$ cat config.mk
export PLATFORM = sky130hd
export DESIGN_NAME = bitmap_with_find_first_zero_top_flat
export DESIGN_NICKNAME = d
export VERILOG_FILES = /design/src/rtl/bfz_pkg.sv /design/src/rtl/bfz_if.sv /design/src/rtl/bitmap_with_find_first_zero_top.sv /design/src/flat_wrapper.sv
export SDC_FILE = /design/constraint.sdc
export NUM_CORES = 2
export LEC_CHECK = 0
export BUFFER_PORTS_ARGS = -buffer_cell sky130_fd_sc_hd__buf_2
export CAP_MARGIN = 20
export CORE_MARGIN = 2
export CORE_UTILIZATION = 30
export CTS_CLUSTER_SIZE = 24
export DETAILED_ROUTE_END_ITERATION = 10
export GPL_ROUTABILITY_DRIVEN = 0
export PLACE_DENSITY_LB_ADDON = 0.05
export REMOVE_ABC_BUFFERS = 1
export SYNTH_ARGS = -nofsm -noshare
export SYNTH_HDL_FRONTEND = slang
export SYNTH_SLANG_ARGS = --single-unit
$ cat constraint.sdc
create_clock -name clk -period 8.2 [get_ports clk]
set_input_delay 1.23 -clock clk [delete_from_list [all_inputs] [get_ports clk]]
set_output_delay 1.23 -clock clk [all_outputs]
set_load 0.05 [all_outputs]
$ cat src/rtl/bfz_pkg.sv
`default_nettype none

package bfz_pkg;

  // Store geometry
  localparam int MAX_BITS   = 1024;
  localparam int WORD_BITS  = 32;
  localparam int WORD_COUNT = (MAX_BITS + WORD_BITS - 1) / WORD_BITS;
  localparam int WORD_AW    = $clog2(WORD_COUNT);
  localparam int BIT_AW     = $clog2(WORD_BITS);
  localparam int CNT_W      = $clog2(WORD_COUNT + 1);
  localparam int POS_W      = WORD_AW + BIT_AW;

  // Field widths
  localparam int ACT_W = 3;
  localparam int IDX_W = 10;
  localparam int CAP_W = 11;

  // Command codes
  localparam logic [ACT_W-1:0] ACT_READ  = 3'd0;
  localparam logic [ACT_W-1:0] ACT_WRITE = 3'd1;
  localparam logic [ACT_W-1:0] ACT_CLEAR = 3'd2;
  localparam logic [ACT_W-1:0] ACT_SET   = 3'd3;
  localparam logic [ACT_W-1:0] ACT_FIND  = 3'd4;

  typedef enum logic [2:0] {
    ST_IDLE,
    ST_RW,
    ST_SWEEP,
    ST_FIND,
    ST_FIN
  } state_t;

endpackage

`default_nettype wire

$ cat src/rtl/bfz_if.sv
`default_nettype none

interface bfz_in_if;
  import bfz_pkg::*;
  logic             valid;
  logic             ready;
  logic [ACT_W-1:0] action;
  logic [IDX_W-1:0] index;
  logic             value;

  modport source (output valid, output action, output index, output value, input ready);
  modport sink   (input valid, input action, input index, input value, output ready);
endinterface

interface bfz_out_if;
  import bfz_pkg::*;
  logic             valid;
  logic             ready;
  logic             bit_value;
  logic             found;
  logic [IDX_W-1:0] found_index;
  logic             range_err;

  modport source (output valid, output bit_value, output found, output found_index,
                  output range_err, input ready);
  modport sink   (input valid, input bit_value, input found, input found_index,
                  input range_err, output ready);
endinterface

interface bfz_cfg_if;
  import bfz_pkg::*;
  logic             valid;
  logic             ready;
  logic [CAP_W-1:0] data;

  modport source (output valid, output data, input ready);
  modport sink   (input valid, input data, output ready);
endinterface

`default_nettype wire

$ cat src/rtl/bitmap_with_find_first_zero_top.sv
`default_nettype none

// Channel   | Dir | Payload                                          | Handshake
// in_req    | in  | action[2:0], index[9:0], value                   | valid/ready
// out_rsp   | out | bit_value, found, found_index[9:0], range_err    | valid/ready
// cfg_wr    | in  | data[10:0] = capacity                            | valid/ready
//
// One request at a time. Read/write: accept issues the registered read of the
// word store, then modify/write in RW, result register loaded in FIN. Clear/set
// all: one store write per cycle over the words in use. Find: one word read per
// cycle through the single store read port.
// Reset (rst_n low, sync) empties the store via per-word valid bits; no sweep.
// in_req.ready is high only in IDLE; a held result in out_rsp stalls the
// sequencer at its final step, the next request is taken once it is loaded.

module bitmap_with_find_first_zero_top (
  input  logic       clk,
  input  logic       rst_n,
  bfz_in_if.sink     in_req,
  bfz_out_if.source  out_rsp,
  bfz_cfg_if.sink    cfg_wr
);
  import bfz_pkg::*;

  // ---------------------------------------------------------------------------
  // Helpers
  // ---------------------------------------------------------------------------
  function automatic logic [CAP_W-1:0] clip_cap(input logic [CAP_W-1:0] c);
    return (c > CAP_W'(MAX_BITS)) ? CAP_W'(MAX_BITS) : c;
  endfunction

  // ceil(capacity / WORD_BITS), capacity clipped to MAX_BITS
  function automatic logic [CNT_W-1:0] words_of(input logic [CAP_W-1:0] c);
    logic [CAP_W:0] s;
    s = {1'b0, clip_cap(c)} + (CAP_W + 1)'(WORD_BITS - 1);
    return CNT_W'(s >> BIT_AW);
  endfunction

  // lowest zero bit of a word: binary narrowing, one level per address bit
  function automatic logic [BIT_AW-1:0] lowest_zero(input logic [WORD_BITS-1:0] w);
    logic [WORD_BITS-1:0] v;
    logic [WORD_BITS-1:0] lo_mask;
    logic [BIT_AW-1:0]    pos;
    int                   h;
    v   = ~w;
    pos = '0;
    for (int l = BIT_AW - 1; l >= 0; l--) begin
      h       = 1 << l;
      lo_mask = {WORD_BITS{1'b1}} >> (WORD_BITS - h);
      if ((v & lo_mask) == '0) begin
        pos[l] = 1'b1;
        v      = v >> h;
      end
    end
    return pos;
  endfunction

  // ---------------------------------------------------------------------------
  // Declarations
  // ---------------------------------------------------------------------------
  state_t state_r, state_nxt;

  logic [CAP_W-1:0]      cap_r, cap_nxt;
  logic [CAP_W-1:0]      cap_eff;
  logic [CNT_W-1:0]      nwords;

  logic [ACT_W-1:0]      act_r, act_nxt;
  logic [IDX_W-1:0]      idx_r, idx_nxt;
  logic                  val_r, val_nxt;

  logic [CNT_W-1:0]      ptr_r, ptr_nxt;
  logic                  chk_vld_r, chk_vld_nxt;
  logic [WORD_AW-1:0]    chk_w_r, chk_w_nxt;

  logic                  res_bit_r, res_bit_nxt;
  logic                  res_found_r, res_found_nxt;
  logic [IDX_W-1:0]      res_fidx_r, res_fidx_nxt;
  logic                  res_oor_r, res_oor_nxt;

  logic                  out_valid_r, out_valid_nxt;
  logic                  out_bit_r, out_bit_nxt;
  logic                  out_found_r, out_found_nxt;
  logic [IDX_W-1:0]      out_fidx_r, out_fidx_nxt;
  logic                  out_oor_r, out_oor_nxt;

  // word store: flops valid per word, data in an array with a registered read
  logic [WORD_BITS-1:0]  mem [WORD_COUNT];
  logic [WORD_COUNT-1:0] wvalid_r, wvalid_nxt;
  logic [WORD_BITS-1:0]  rdata_r;
  logic                  rvalid_r;
  logic [WORD_BITS-1:0]  rword;
  logic [WORD_AW-1:0]    raddr;
  logic                  mem_we;
  logic [WORD_AW-1:0]    waddr;
  logic [WORD_BITS-1:0]  wdata;

  logic                  in_acc;
  logic                  cfg_acc;
  logic                  out_free;
  logic                  in_oor;
  logic                  find_issue;
  logic                  find_hit;
  logic [POS_W-1:0]      find_pos;
  logic [CNT_W-1:0]      old_words;
  logic [CNT_W-1:0]      new_words;
  logic [CNT_W-1:0]      ptr_inc;

  // ---------------------------------------------------------------------------
  // Handshakes and shared decode
  // ---------------------------------------------------------------------------
  assign in_req.ready = (state_r == ST_IDLE);
  assign cfg_wr.ready = 1'b1;
  assign in_acc       = in_req.valid & in_req.ready;
  assign cfg_acc      = cfg_wr.valid & cfg_wr.ready;
  assign out_free     = ~out_valid_r | out_rsp.ready;

  assign cap_eff   = clip_cap(cap_r);
  assign nwords    = words_of(cap_r);
  assign old_words = nwords;
  assign new_words = words_of(cfg_wr.data);
  assign in_oor    = {1'b0, in_req.index} >= cap_eff;
  assign ptr_inc   = ptr_r + CNT_W'(1);

  // never-written words read as zero
  assign rword = rvalid_r ? rdata_r : '0;

  // find: the compare stage works on the read issued in the cycle before
  assign find_issue = ptr_r < nwords;
  assign find_hit   = chk_vld_r & (rword != {WORD_BITS{1'b1}});
  assign find_pos   = {chk_w_r, lowest_zero(rword)};

  assign out_rsp.valid       = out_valid_r;
  assign out_rsp.bit_value   = out_bit_r;
  assign out_rsp.found       = out_found_r;
  assign out_rsp.found_index = out_fidx_r;
  assign out_rsp.range_err   = out_oor_r;

  // ---------------------------------------------------------------------------
  // Next state
  // ---------------------------------------------------------------------------
  always_comb begin
    state_nxt = state_r;
    unique case (state_r)
      ST_IDLE: begin
        if (in_acc) begin
          case (in_req.action) inside
            ACT_READ, ACT_WRITE: state_nxt = in_oor ? ST_FIN : ST_RW;
            ACT_CLEAR, ACT_SET:  state_nxt = (nwords == '0) ? ST_FIN : ST_SWEEP;
            ACT_FIND:            state_nxt = ST_FIND;
            default:             state_nxt = ST_FIN;
          endcase
        end
      end
      ST_RW:    state_nxt = ST_FIN;
      ST_SWEEP: if (ptr_inc >= nwords) state_nxt = ST_FIN;
      ST_FIND:  if (find_hit || !find_issue) state_nxt = ST_FIN;
      ST_FIN:   if (out_free) state_nxt = ST_IDLE;
      default:  state_nxt = ST_IDLE;
    endcase
  end

  // ---------------------------------------------------------------------------
  // Datapath and outputs
  // ---------------------------------------------------------------------------
  always_comb begin
    act_nxt       = act_r;
    idx_nxt       = idx_r;
    val_nxt       = val_r;
    ptr_nxt       = ptr_r;
    chk_vld_nxt   = chk_vld_r;
    chk_w_nxt     = chk_w_r;
    res_bit_nxt   = res_bit_r;
    res_found_nxt = res_found_r;
    res_fidx_nxt  = res_fidx_r;
    res_oor_nxt   = res_oor_r;
    out_valid_nxt = out_valid_r & ~out_rsp.ready;
    out_bit_nxt   = out_bit_r;
    out_found_nxt = out_found_r;
    out_fidx_nxt  = out_fidx_r;
    out_oor_nxt   = out_oor_r;
    raddr         = ptr_r[WORD_AW-1:0];
    mem_we        = 1'b0;
    waddr         = idx_r[IDX_W-1 -: WORD_AW];
    wdata         = rword;
    cap_nxt       = cfg_acc ? cfg_wr.data : cap_r;

    unique case (state_r)
      ST_IDLE: begin
        if (in_acc) begin
          act_nxt       = in_req.action;
          idx_nxt       = in_req.index;
          val_nxt       = in_req.value;
          raddr         = in_req.index[IDX_W-1 -: WORD_AW];
          ptr_nxt       = (in_req.action == ACT_FIND)
                          ? CNT_W'(in_req.index >> BIT_AW) : '0;
          chk_vld_nxt   = 1'b0;
          res_bit_nxt   = 1'b0;
          res_found_nxt = 1'b0;
          res_fidx_nxt  = '0;
          res_oor_nxt   = ((in_req.action == ACT_READ) || (in_req.action == ACT_WRITE))
                          && in_oor;
        end
      end
      ST_RW: begin
        if (act_r == ACT_READ) begin
          res_bit_nxt = rword[idx_r[BIT_AW-1:0]];
        end else begin
          mem_we                   = 1'b1;
          wdata[idx_r[BIT_AW-1:0]] = val_r;
        end
      end
      ST_SWEEP: begin
        mem_we  = 1'b1;
        waddr   = ptr_r[WORD_AW-1:0];
        wdata   = (act_r == ACT_SET) ? {WORD_BITS{1'b1}} : '0;
        ptr_nxt = ptr_inc;
      end
      ST_FIND: begin
        if (find_hit) begin
          // a zero past the capacity in the last word does not count
          if ({1'b0, find_pos} < cap_eff) begin
            res_found_nxt = 1'b1;
            res_fidx_nxt  = IDX_W'(find_pos);
          end
        end
        chk_vld_nxt = find_issue;
        chk_w_nxt   = ptr_r[WORD_AW-1:0];
        if (find_issue) ptr_nxt = ptr_inc;
      end
      ST_FIN: begin
        if (out_free) begin
          out_valid_nxt = 1'b1;
          out_bit_nxt   = res_bit_r;
          out_found_nxt = res_found_r;
          out_fidx_nxt  = res_fidx_r;
          out_oor_nxt   = res_oor_r;
        end
      end
      default: ;
    endcase
  end

  // word valid bits: set on any store write, cleared for words that come
  // into use when the capacity grows
  always_comb begin
    wvalid_nxt = wvalid_r;
    if (mem_we) wvalid_nxt[waddr] = 1'b1;
    if (cfg_acc) begin
      for (int i = 0; i < WORD_COUNT; i++) begin
        if ((CNT_W'(i) >= old_words) && (CNT_W'(i) < new_words)) wvalid_nxt[i] = 1'b0;
      end
    end
  end

  // ---------------------------------------------------------------------------
  // Registers
  // ---------------------------------------------------------------------------
  always_ff @(posedge clk) begin
    if (!rst_n) begin
      state_r     <= ST_IDLE;
      cap_r       <= '0;
      wvalid_r    <= '0;
      chk_vld_r   <= 1'b0;
      out_valid_r <= 1'b0;
    end else begin
      state_r     <= state_nxt;
      cap_r       <= cap_nxt;
      wvalid_r    <= wvalid_nxt;
      chk_vld_r   <= chk_vld_nxt;
      out_valid_r <= out_valid_nxt;
    end
  end

  always_ff @(posedge clk) begin
    act_r       <= act_nxt;
    idx_r       <= idx_nxt;
    val_r       <= val_nxt;
    ptr_r       <= ptr_nxt;
    chk_w_r     <= chk_w_nxt;
    res_bit_r   <= res_bit_nxt;
    res_found_r <= res_found_nxt;
    res_fidx_r  <= res_fidx_nxt;
    res_oor_r   <= res_oor_nxt;
    out_bit_r   <= out_bit_nxt;
    out_found_r <= out_found_nxt;
    out_fidx_r  <= out_fidx_nxt;
    out_oor_r   <= out_oor_nxt;
  end

  // word store: one write port, one registered read port
  always_ff @(posedge clk) begin
    if (mem_we) mem[waddr] <= wdata;
    rdata_r  <= mem[raddr];
    rvalid_r <= wvalid_r[raddr];
  end

endmodule

`default_nettype wire

$ cat src/flat_wrapper.sv
// flat-port wrapper written by rule: the top's interface ports become plain ports
module bitmap_with_find_first_zero_top_flat import bfz_pkg::*;
  (clk, rst_n, in_req_valid, in_req_action, in_req_index, in_req_value, in_req_ready, out_rsp_valid, out_rsp_bit_value, out_rsp_found, out_rsp_found_index, out_rsp_range_err, out_rsp_ready, cfg_wr_valid, cfg_wr_data, cfg_wr_ready);
  bfz_in_if in_req_i ();
  bfz_out_if out_rsp_i ();
  bfz_cfg_if cfg_wr_i ();
  input  logic clk;
  input  logic rst_n;
  input wire logic [$bits(in_req_i.valid)-1:0] in_req_valid;
  input wire logic [$bits(in_req_i.action)-1:0] in_req_action;
  input wire logic [$bits(in_req_i.index)-1:0] in_req_index;
  input wire logic [$bits(in_req_i.value)-1:0] in_req_value;
  output wire logic [$bits(in_req_i.ready)-1:0] in_req_ready;
  output wire logic [$bits(out_rsp_i.valid)-1:0] out_rsp_valid;
  output wire logic [$bits(out_rsp_i.bit_value)-1:0] out_rsp_bit_value;
  output wire logic [$bits(out_rsp_i.found)-1:0] out_rsp_found;
  output wire logic [$bits(out_rsp_i.found_index)-1:0] out_rsp_found_index;
  output wire logic [$bits(out_rsp_i.range_err)-1:0] out_rsp_range_err;
  input wire logic [$bits(out_rsp_i.ready)-1:0] out_rsp_ready;
  input wire logic [$bits(cfg_wr_i.valid)-1:0] cfg_wr_valid;
  input wire logic [$bits(cfg_wr_i.data)-1:0] cfg_wr_data;
  output wire logic [$bits(cfg_wr_i.ready)-1:0] cfg_wr_ready;
  assign in_req_i.valid = in_req_valid;
  assign in_req_i.action = in_req_action;
  assign in_req_i.index = in_req_index;
  assign in_req_i.value = in_req_value;
  assign in_req_ready = in_req_i.ready;
  assign out_rsp_valid = out_rsp_i.valid;
  assign out_rsp_bit_value = out_rsp_i.bit_value;
  assign out_rsp_found = out_rsp_i.found;
  assign out_rsp_found_index = out_rsp_i.found_index;
  assign out_rsp_range_err = out_rsp_i.range_err;
  assign out_rsp_i.ready = out_rsp_ready;
  assign cfg_wr_i.valid = cfg_wr_valid;
  assign cfg_wr_i.data = cfg_wr_data;
  assign cfg_wr_ready = cfg_wr_i.ready;
  bitmap_with_find_first_zero_top u_core (.clk(clk), .rst_n(rst_n), .in_req(in_req_i), .out_rsp(out_rsp_i), .cfg_wr(cfg_wr_i));
endmodule
==> impl_metrics.toml <==
[run_status]
outcome = "finished, final reports clean"

[setup_path]
worstPathRequired_ns = 8.78
worst-path-buf-inv = 3
start_kind = "flop"
worstSetupStartpoint = "u_core.state_r[0]"
cp_top_family = "buffers and inverters"
crit_cells = 10
crit_chain = "nor3_2 -> nand2_2 -> inv_2 -> mux2i_4 -> buf_12 -> buf_12 -> a211oi_1 -> a311oi_1 -> a211oi_1 -> nor4_1"
slowest_stage = "inv_2"
worstSetupEndpoint = "u_core.rdata_r[26]"
r2r-start = "u_core.state_r[0]"
reg2regPathDepth = 10
reg2reg_slack_ns = 3.66
endpoint_kind = "flop"
reg2reg_to = "u_core.rdata_r[26]"
crit_fanout = 132
path_class = "flop to flop"
slowest_delay_ns = 0.61
cp.arrival_ns = 5.12

[global_route]
antenna_found_initial = 5
grt_pass1_wl_microns = 237000
grt_overflow_total = 0
grt_usage_pct = 20.4
grt_pass1_vias = 31000
grt_max_degree = 169

[finish]
areaGrowthSynthToFinish_pct = 15.9
layout-drive-gt1-share_pct = 11.2
final_cell_mix = "1075 x edfxtp_1, 636 x nand2_1, 399 x a211oi_1, 271 x and2_1, 159 x a31oi_1"
fillCellCount = 15500
layout_commonest_cell = "edfxtp_1"
fin_nets = 3708

[power_and_ir_drop]
power_mw = 14.9
p_leak_nw = 17.9
powerDensity_nw_per_um2 = 267
peakVddDrop_mv = 0.186

[routing]
drt-wirelength-per-cell_microns = 28.3
routed_via_density = 5.32
dr.pass1.iters = 7
wirelength_microns = 168000
drc_errors = 0
vias = 31500
first_iter_violations = 2788
ant_nets = 0

[sta]
finalSetupTns_ns = 0
min_period_ns = 4.54
skew_ns = 0.0401
slew_violations = 0
hold_viol_final = 0
relSlewSlack_pct = 28.4
tightest_slew_ns = 1.07
min_period_over_period_pct = 55.4
rsz0062_at_grt = "no"
fin_hold_ws_ns = 0.422
finalSetupViolCount = 0
max_freq_mhz = 220

[yosys]
ys_seq_area_share_pct = 70.3
synth-edff-count = 1075
netlist_instances = 3640
synth_top_area_cell = "edfxtp_1"
synth_seq_cells = 1156
ys.flop_type = "edfxtp_1"
synth_area_sq_um = 48200
yosys_warnings = 0
syn_avg_cell_area_sq_um = 13.3
synth.distinct_cells = 83
synth-async-reset-ratio_pct = 0
synth_top_area_share_pct = 66.9
synth.area.top_cells = "edfxtp_1 67%, a211oi_1 6.2%, nand2_1 4.9%, and2_1 3.5%, dfxtp_1 3.4%"

[clocking]
cts_setup_buffers = 0
htreeDepth = 4
insertion_delay_ns = 0.77
cts_root_buf = "clkbuf_16"
cts_buffers = 137
post_cts_resized = 0
cts.sinks = 1156
clk_path_buf_depth = 3
holdBufCountCts = 0
clk_pin_slew_ns = 0.06
cts_tree = "done"

[die]
die_area_sq_um = 164000
io_pins = 46
core_sq_um = 160000
initial_utilization_pct = 30.1
dieHeight_microns = 405
die_width_microns = 405
row_count = 147

[hold_path]
holdPathStages = 0
hold_class = "flop to flop"

[placement]
dp_hpwl_microns = 91400
portBuffers = 44

[flow_run]
drv_cap = 0
-- Yosys cell counts (all sizes together) (6+ instances only) --
| master | number |
|---|---|
| a211oi | 399 |
| a21o | 6 |
| a21oi | 76 |
| a311oi | 151 |
| a31oi | 163 |
| and2 | 272 |
| and3 | 14 |
| buf | 78 |
| clkbuf | 202 |
| dfxtp | 81 |
| edfxtp | 1075 |
| ha | 28 |
| inv | 23 |
| mux2i | 18 |
| mux4 | 8 |
| nand2 | 637 |
| nand2b | 11 |
| nand3 | 36 |
| nand4 | 10 |
| nor2 | 88 |
| nor2b | 9 |
| nor3 | 29 |
| nor3b | 6 |
| nor4 | 33 |
| o211ai | 11 |
| o21ai | 83 |
| o221a | 7 |
| o31ai | 7 |
| or3 | 7 |
| xor2 | 6 |
-- state kept, by name, summed over array words and instances, names as in the netlist, 3 cells and up --
name and flops:
u_core.act_r 3, u_core.cap_r 11, u_core.chk_w_r 5, u_core.idx_r 10, u_core.mem 1024, u_core.out_rsp.found_index 10
u_core.ptr_r 6, u_core.rdata_r 32, u_core.res_fidx_r 10, u_core.state_r 3, u_core.wvalid_r 32
-- power breakdown --
group	switching (mW)	leakage [nW]	internal [mW]
sequential	0.182	10.5	6.92
clock	2.41	2.14	3.57
combinational	1.35	5.27	0.503
total	3.95	17.9	11.0
-- worst min path at each step --
| stage | from | end | slack (ns) |
|---|---|---|---|
| after floorplan | u_core.res_bit_r | u_core.out_rsp.bit_value | 0.40 |
| after global placement | u_core.res_fidx_r[5] | u_core.out_rsp.found_index[5] | 0.41 |
| after detailed placement | u_core.res_fidx_r[5] | u_core.out_rsp.found_index[5] | 0.41 |
| after CTS | u_core.res_fidx_r[5] | u_core.out_rsp.found_index[5] | 0.42 |
| after global routing | u_core.res_fidx_r[7] | u_core.out_rsp.found_index[7] | 0.43 |
| final | u_core.res_fidx_r[7] | u_core.out_rsp.found_index[7] | 0.42 |
-- final cells by class --
cell class,count,area (sq um),share of cell area (%)
Sequential cell,1156,33900,60.6
Multi-Input combinational cell,2179,13500,24.1
Clock buffer,201,3890,6.95
Tap cell,2160,2700,4.83
Timing Repair Buffer,151,1320,2.35
Clock inverter,51,514,0.920
Inverter,25,106,0.190
Antenna cell,1,2.50,0.00448
-- cells by family after synthesis --
family | synth area share [%]
buffers and inverters | 2.63
AOI/OAI and AO/OA | 14.0
muxes | 0.817
other | 0.00778
and+or+nand+nor | 11.3
DFF | 70.3
xor gates and xnor gates | 0.182
adders and majority gates | 0.726
-- through the flow --
stage | setup slack, ns | area, sq um | instances | utilization (%)
after detailed placement | 3.09 | 51400 | 5666 | 32.1
after global routing | 3.24 | 55900 | 5923 | 34.9
final | 3.66 | 55900 | 5924 | 34.9
after CTS | 3.55 | 55800 | 5918 | 34.8
after global placement | 3.16 | 51300 | 5660 | 32.0
after floorplan | -15.42 | 47100 | 3360 | -
-- per-layer routing --
layer  vias to the layer above  track usage [%]  wire [microns]
met5                         -                0              19
met4                         2             5.58            4180
met3                       227             3.59            8170
met2                       821             33.9           81000
met1                     16400             27.3           74500
li1                      14100                -               -
-- worst reg2reg max path: stages, from the launching register on --
cell      delay [ns]
dfxtp_1         0.48
nor3_2          0.32
nand2_2         0.22
inv_2           0.61
mux2i_4         0.44
buf_12          0.49
buf_12          0.59
a211oi_1        0.23
a311oi_1        0.43
a211oi_1        0.10
nor4_1          0.43
No activity file was read; power rests on OpenSTA's default activity.
